### config.mk
export PLATFORM = sky130hd
export DESIGN_NAME = trial_division_prime_test_top
export DESIGN_NICKNAME = d
export VERILOG_FILES = /design/src/hw/rtl/tdpt_pkg.sv /design/src/hw/rtl/tdpt_rem.sv /design/src/hw/rtl/trial_division_prime_test_top.sv
export SDC_FILE = /design/constraint.sdc
export NUM_CORES = 1
export LEC_CHECK = 0
export BUFFER_PORTS_ARGS = -buffer_cell sky130_fd_sc_hd__buf_2
export CORE_ASPECT_RATIO = 0.5
export CORE_MARGIN = 2
export CORE_UTILIZATION = 50
export CTS_CLUSTER_SIZE = 30
export DETAILED_ROUTE_END_ITERATION = 12
export PLACE_DENSITY = 0.65
export SLEW_MARGIN = 20
export SYNTH_ARGS = -nofsm -noshare
export SYNTH_HDL_FRONTEND = slang
export SYNTH_SLANG_ARGS = --single-unit
### constraint.sdc
create_clock -name aclk -period 9.9 [get_ports aclk]
set_clock_uncertainty 0.15 [all_clocks]
set_input_delay 0.495 -clock aclk [delete_from_list [all_inputs] [get_ports aclk]]
set_output_delay 0.495 -clock aclk [all_outputs]
set_load 0.01 [all_outputs]
### src/hw/rtl/tdpt_pkg.sv
// Shared constants for the trial-division prime tester.
// No dependencies; imported by tdpt_rem and trial_division_prime_test_top.
package tdpt_pkg;

    localparam int CAND_WIDTH        = 32;   // width of the candidate port
    localparam int VALUE_WIDTH_DEF   = 32;   // default datapath width
    localparam int VALUE_WIDTH_MIN   = 2;
    localparam int VALUE_WIDTH_MAX   = 64;

    // 6k +/- 1 wheel
    localparam int WHEEL_START = 5;
    localparam int WHEEL_STEP  = 6;
    localparam int WHEEL_GAP   = 2;
    localparam int SMALL_PRIME_A = 2;
    localparam int SMALL_PRIME_B = 3;

    // (i+6)^2 - i^2 = 12*i + 36; the increment itself grows by 72 per step
    localparam int SQ_INIT    = WHEEL_START * WHEEL_START;
    localparam int DELTA_INIT = 2 * WHEEL_STEP * WHEEL_START + WHEEL_STEP * WHEEL_STEP;
    localparam int DELTA_STEP = 2 * WHEEL_STEP * WHEEL_STEP;

    // extra bits so the running square and its increment never wrap
    localparam int SQ_GUARD = 5;

endpackage

### src/hw/rtl/tdpt_rem.sv
// Shared remainder unit: restoring division, one quotient bit per cycle.
// Depends on tdpt_pkg.
module tdpt_rem import tdpt_pkg::*; #(
    parameter int VALUE_WIDTH = VALUE_WIDTH_DEF
) (
    input  logic                   aclk,
    input  logic                   aresetn,
    input  logic                   start,
    input  logic [VALUE_WIDTH-1:0] dividend,
    input  logic [VALUE_WIDTH-1:0] divisor,
    output logic                   done,
    output logic [VALUE_WIDTH-1:0] remainder
);

    localparam int W  = VALUE_WIDTH;
    localparam int CW = $clog2(W + 1);

    logic          busy_reg, busy_next;
    logic          done_reg, done_next;
    logic [CW-1:0] cnt_reg, cnt_next;
    logic [W-1:0]  quot_reg, quot_next;
    logic [W-1:0]  rem_reg, rem_next;
    logic [W-1:0]  dsr_reg, dsr_next;
    logic [W:0]    trial;
    logic [W:0]    diff;

    assign trial = {rem_reg, quot_reg[W-1]};
    assign diff  = trial - {1'b0, dsr_reg};

    always_comb begin
        busy_next = busy_reg;
        done_next = 1'b0;
        cnt_next  = cnt_reg;
        quot_next = quot_reg;
        rem_next  = rem_reg;
        dsr_next  = dsr_reg;
        if (start) begin
            busy_next = 1'b1;
            cnt_next  = CW'(W);
            quot_next = dividend;
            rem_next  = '0;
            dsr_next  = divisor;
        end else if (busy_reg) begin
            quot_next = {quot_reg[W-2:0], 1'b0};
            // partial remainder always stays below a nonzero divisor
            if (trial >= {1'b0, dsr_reg}) begin
                rem_next = diff[W-1:0];
            end else begin
                rem_next = trial[W-1:0];
            end
            cnt_next = cnt_reg - CW'(1);
            if (cnt_reg == CW'(1)) begin
                busy_next = 1'b0;
                done_next = 1'b1;
            end
        end
    end

    always_ff @(posedge aclk) begin
        if (!aresetn) begin
            busy_reg <= 1'b0;
            done_reg <= 1'b0;
            cnt_reg  <= '0;
        end else begin
            busy_reg <= busy_next;
            done_reg <= done_next;
            cnt_reg  <= cnt_next;
        end
        quot_reg <= quot_next;
        rem_reg  <= rem_next;
        dsr_reg  <= dsr_next;
    end

    assign done      = done_reg;
    assign remainder = rem_reg;

endmodule

### src/hw/rtl/trial_division_prime_test_top.sv
// Trial-division primality tester, 6k +/- 1 wheel, one shared remainder unit.
// n < 2, n = 2 or 3, and even n are decided straight from the input; otherwise
// n mod 3 is checked first, then each wheel step takes two remainders in the
// shared unit (n mod i and n mod (i+2)), up to ~11000 steps at 32 bits.
// Throughput: one word at a time; s_ready is high only in the idle state.
// Reset (aresetn, synchronous, active low) returns to idle with no word out.
module trial_division_prime_test_top import tdpt_pkg::*; #(
    parameter int VALUE_WIDTH = VALUE_WIDTH_DEF
) (
    input  logic                  aclk,
    input  logic                  aresetn,
    // input word channel
    input  logic                  s_valid,
    output logic                  s_ready,
    input  logic [CAND_WIDTH-1:0] s_candidate,
    // result word channel
    output logic                  m_valid,
    input  logic                  m_ready,
    output logic                  m_is_prime
);

    localparam int W  = VALUE_WIDTH;
    localparam int IW = W + 1;              // wheel divisor, room for i + 6
    localparam int SW = W + SQ_GUARD;       // running square and its increment

    // sequencer codes
    localparam logic [2:0] ST_IDLE  = 3'd0;
    localparam logic [2:0] ST_MOD3  = 3'd1;  // waiting on n mod 3
    localparam logic [2:0] ST_BOUND = 3'd2;  // i*i <= n ?
    localparam logic [2:0] ST_DIVA  = 3'd3;  // waiting on n mod i
    localparam logic [2:0] ST_DIVB  = 3'd4;  // waiting on n mod (i+2)
    localparam logic [2:0] ST_DONE  = 3'd5;  // verdict ready for the output reg

    logic [2:0]    state_reg, state_next;
    logic [W-1:0]  n_reg, n_next;          // candidate under test
    logic [IW-1:0] i_reg, i_next;          // wheel divisor
    logic [SW-1:0] sq_reg, sq_next;        // i*i, kept incrementally
    logic [SW-1:0] d_reg, d_next;          // (i+6)^2 - i^2
    logic          res_reg, res_next;      // verdict
    logic          start_reg, start_next;  // kick to the remainder unit
    logic [W-1:0]  dsr_reg, dsr_next;      // divisor handed to the unit
    logic          m_valid_reg, m_valid_next;
    logic          m_prime_reg, m_prime_next;

    logic [W-1:0]  cand_n;
    logic          rem_done;
    logic [W-1:0]  rem_val;
    logic          rem_zero;
    logic [IW-1:0] i_gap;

    // only the low VALUE_WIDTH bits of the candidate count
    generate
        if (W <= CAND_WIDTH) begin : g_trunc
            assign cand_n = s_candidate[W-1:0];
        end else begin : g_ext
            assign cand_n = {{(W - CAND_WIDTH){1'b0}}, s_candidate};
        end
    endgenerate

    assign rem_zero = (rem_val == '0);
    assign i_gap    = i_reg + IW'(WHEEL_GAP);
    assign s_ready  = (state_reg == ST_IDLE);

    tdpt_rem #(
        .VALUE_WIDTH (VALUE_WIDTH)
    ) u_rem (
        .aclk      (aclk),
        .aresetn   (aresetn),
        .start     (start_reg),
        .dividend  (n_reg),
        .divisor   (dsr_reg),
        .done      (rem_done),
        .remainder (rem_val)
    );

    always_comb begin
        state_next   = state_reg;
        n_next       = n_reg;
        i_next       = i_reg;
        sq_next      = sq_reg;
        d_next       = d_reg;
        res_next     = res_reg;
        start_next   = 1'b0;
        dsr_next     = dsr_reg;
        m_valid_next = m_valid_reg;
        m_prime_next = m_prime_reg;

        if (m_valid_reg && m_ready) begin
            m_valid_next = 1'b0;
        end

        unique case (state_reg)
            ST_IDLE: begin
                if (s_valid) begin
                    n_next = cand_n;
                    if (cand_n < W'(SMALL_PRIME_A)) begin
                        res_next   = 1'b0;
                        state_next = ST_DONE;
                    end else if (cand_n == W'(SMALL_PRIME_A) ||
                                 cand_n == W'(SMALL_PRIME_B)) begin
                        res_next   = 1'b1;
                        state_next = ST_DONE;
                    end else if (!cand_n[0]) begin
                        // even and above 2
                        res_next   = 1'b0;
                        state_next = ST_DONE;
                    end else begin
                        start_next = 1'b1;
                        dsr_next   = W'(SMALL_PRIME_B);
                        state_next = ST_MOD3;
                    end
                end
            end
            ST_MOD3: begin
                if (rem_done) begin
                    if (rem_zero) begin
                        res_next   = 1'b0;
                        state_next = ST_DONE;
                    end else begin
                        i_next     = IW'(WHEEL_START);
                        sq_next    = SW'(SQ_INIT);
                        d_next     = SW'(DELTA_INIT);
                        state_next = ST_BOUND;
                    end
                end
            end
            ST_BOUND: begin
                if (sq_reg > SW'(n_reg)) begin
                    // no divisor up to sqrt(n)
                    res_next   = 1'b1;
                    state_next = ST_DONE;
                end else begin
                    start_next = 1'b1;
                    dsr_next   = i_reg[W-1:0];
                    state_next = ST_DIVA;
                end
            end
            ST_DIVA: begin
                if (rem_done) begin
                    if (rem_zero) begin
                        res_next   = 1'b0;
                        state_next = ST_DONE;
                    end else begin
                        start_next = 1'b1;
                        dsr_next   = i_gap[W-1:0];
                        state_next = ST_DIVB;
                    end
                end
            end
            ST_DIVB: begin
                if (rem_done) begin
                    if (rem_zero) begin
                        res_next   = 1'b0;
                        state_next = ST_DONE;
                    end else begin
                        i_next     = i_reg + IW'(WHEEL_STEP);
                        sq_next    = sq_reg + d_reg;
                        d_next     = d_reg + SW'(DELTA_STEP);
                        state_next = ST_BOUND;
                    end
                end
            end
            ST_DONE: begin
                // hand off once the output register is free
                if (!m_valid_reg || m_ready) begin
                    m_valid_next = 1'b1;
                    m_prime_next = res_reg;
                    state_next   = ST_IDLE;
                end
            end
            default: begin
                state_next = ST_IDLE;
            end
        endcase
    end

    always_ff @(posedge aclk) begin
        if (!aresetn) begin
            state_reg   <= ST_IDLE;
            start_reg   <= 1'b0;
            m_valid_reg <= 1'b0;
        end else begin
            state_reg   <= state_next;
            start_reg   <= start_next;
            m_valid_reg <= m_valid_next;
        end
        n_reg       <= n_next;
        i_reg       <= i_next;
        sq_reg      <= sq_next;
        d_reg       <= d_next;
        res_reg     <= res_next;
        dsr_reg     <= dsr_next;
        m_prime_reg <= m_prime_next;
    end

    assign m_valid    = m_valid_reg;
    assign m_is_prime = m_prime_reg;

endmodule
==> results.sh <==
export IMPL_nFillCells=2699
export IMPL_postLayoutCellArea_sq_um=18000
export IMPL_period_needed_ns=3.90
export IMPL_routedWlPerCell_um=16.8
export IMPL_timing_fmax_mhz=257
export IMPL_port_buffers=38
export IMPL_fin_crit_sh=0.394
export IMPL_yosysTopAreaCellShare=0.426
export IMPL_drtAntennaViolNets=0
export IMPL_vdd_drop_max_mv=0.151
export IMPL_worst_slew_pin_slew_ns=1.01
export IMPL_die_y_um=131
export IMPL_cts_root_buf="clkbuf_16"
export IMPL_synth_area_per_cell_sq_um=10.1
export IMPL_synth_area_leaders="edfxtp_1 (43%), ha_1 (7.7%), dfxtp_1 (5.6%)"
export IMPL_grt_ovfl_total=0
export IMPL_setup_viol=0
export IMPL_busiest_layer="met2"
export IMPL_path_max_fanout=23
export IMPL_htree_levels=1
export IMPL_layout_drive_gt1_share=0.0901
export IMPL_grt_max_degree=94
export IMPL_critPathLaunchType="register"
export IMPL_crit_required_ns=10.21
export IMPL_setup_tns_ns=0
export IMPL_wirelength_mm=35.2
export IMPL_synth_warnings=0
export IMPL_firstDrtPassIters=6
export IMPL_place_gp_congestion=0.911
export IMPL_cts_made_buffers=28
export IMPL_status="completed"
export IMPL_row_count=46
export IMPL_netlist_instances=1590
export IMPL_syn_to_final_growth_pct=11.9
export IMPL_grt_pass1_wl_mm=58.0
export IMPL_synth_edf_count=229
export IMPL_yosysSeqAreaShare=0.482
export IMPL_hold_viol=0
export IMPL_cts_sinks=274
export IMPL_synth_cell_types=71
export IMPL_fin_util=0.569
export IMPL_pwr_density_cell_nw_per_um2=216
export IMPL_grt_pass1_vias=11400
export IMPL_ys_flop_type="edfxtp_1"
export IMPL_nNetsFinal=1779
export IMPL_min_path_cells=2
export IMPL_clockBufferDepth=3
export IMPL_syn_area_sq_um=16100
export IMPL_synthArstFlopShare=0
export IMPL_vias=11800
export IMPL_clkTransAtPathRegs_ns=0.07
export IMPL_leakage_nw=6.94
export IMPL_worstPathArrival_ns=4.21
export IMPL_met3_usage=0.0297
export IMPL_syn_num_nets=1727
export IMPL_clock_latency_ns=0.55
export IMPL_coreArea_sq_um=31700
export IMPL_track_usage=0.211
export IMPL_initial_core_util=0.508
export IMPL_critical_path_class="register to register"
export IMPL_cp_end_kind="register"
export IMPL_drt_iter0_drc=828
export IMPL_rsz0062_at_grt="false"
export IMPL_ios=39
export IMPL_drv_cap=0
export IMPL_maxSlewHeadroom=0.328
export IMPL_hold_path_class="input pin to register"
export IMPL_cts_tree="done"
export IMPL_yosysTopAreaCell="edfxtp_1"
export IMPL_antenna_cells=0
export IMPL_viasPerCell=5.62
export IMPL_place_area_sq_um=16700
export IMPL_antenna_found_initial=0
export IMPL_drc=0
export IMPL_use_met2=0.358
export IMPL_yosys_register_bits=274
export IMPL_dp_hpwl_mm=25.1
export IMPL_met1_usage=0.286
export IMPL_dieArea_sq_um=33800
export IMPL_slew_violations=0
export IMPL_die_x_um=258
export IMPL_r2r_cells=12
-- stage by stage --
step | hold WS (ns) | total power, mW | cells | setup slack, ns
3_5_place_dp | 0.256 | 2.71 | 2012 | 6.07
5_1_grt | 0.116 | 4.11 | 2096 | 5.85
6_report | 0.124 | 3.90 | 2096 | 6.00
3_3_place_gp | 0.257 | 2.69 | 2012 | 6.16
4_1_cts | 0.0974 | 3.91 | 2096 | 6.03
2_1_floorplan | 0.250 | 2.48 | 1590 | 1.25
-- cell usage after synthesis, types with 28 or more instances --
cell,number
xor2_1,83
nor3_1,32
mux2_2,33
clkbuf_1,52
edfxtp_1,229
dfxtp_1,45
nand2_1,118
nand3_1,40
inv_1,89
o21ai_0,76
xnor2_1,55
nor2_1,201
ha_1,99
a21o_1,44
a21oi_1,93
nand4_1,28
a211oi_1,28
-- layer usage --
metal,wire length (um),part of all wire,vias up
met4,813,0.023,0
met1,16700,0.47,5624
li1,-,-,5862
met2,16400,0.47,230
met3,1330,0.038,60
met5,0,0,-
-- cells in the final DEF, fill, tap and decap left out, types with 27 or more instances in the layout --
cell type,n
edfxtp_1,229
nor2_1,201
nand2_1,117
ha_1,99
a21oi_1,93
inv_1,89
xor2_1,83
o21ai_0,76
xnor2_1,55
a21o_1,44
dfxtp_1,44
nand3_1,40
buf_2,38
mux2_2,33
dlygate4sd3_1,32
nor3_1,31
clkbuf_16,29
nand4_1,28
a211oi_1,27
-- repair_timing --
action | 4_1_cts | 5_1_grt
hold buffers | 32 | 0
setup buffers | 0 | 0
hold endpoints to repair | 32 | 0
gates resized for setup | 0 | 0
-- cell type report --
type	instances	area [sq um]	share of cell area
flip-flops and latches	274	7780	0.431
multi-input cells	1169	7770	0.431
clock buffers	31	733	0.0406
repair buffers	80	586	0.0324
well taps	432	541	0.0300
inverters	89	334	0.0185
clock inverters	21	298	0.0165
-- report_power, final --
part / internal (mW) / switching (mW) / total (mW)
combinational: 0.495 / 0.671 / 1.17
clock: 0.719 / 0.459 / 1.18
sequential: 1.43 / 0.125 / 1.55
-- worst max-delay path, cell delays in order, from the launching register on --
cell and delay (ns):
edfxtp_1 0.42, inv_1 0.09, ha_1 0.23, nor2b_4 0.13
o31a_1 0.27, or4_4 0.49, and2_4 0.16, a21bo_4 0.23
a21oi_4 0.20, o211a_1 0.46, buf_4 0.44, mux2_2 0.37
o21ai_0 0.16
-- worst paths after layout --
check / from / endpoint / slack (ns)
max: u_rem.dsr_reg[1] / u_rem.remainder[1] / 6.00
max reg2reg: u_rem.dsr_reg[1] / u_rem.remainder[1] / 6.00
min: aresetn / u_rem.cnt_reg[5] / 0.12
min reg2reg: dsr_reg[22] / u_rem.dsr_reg[22] / 0.27
-- logic make-up (layout without fill, tap and decap cells) --
kind of cell,Yosys count,after routing,share of synthesized area
buf+inv,147,221,0.0369
simple gates,548,548,0.161
fa+ha+maj,101,101,0.0793
xor+xnor,138,138,0.0750
other cells,1,1,0.000233
mux,58,58,0.0386
compound gates,323,323,0.127
flops,274,274,0.482
Note: power is estimated with default switching activity, not from simulation.
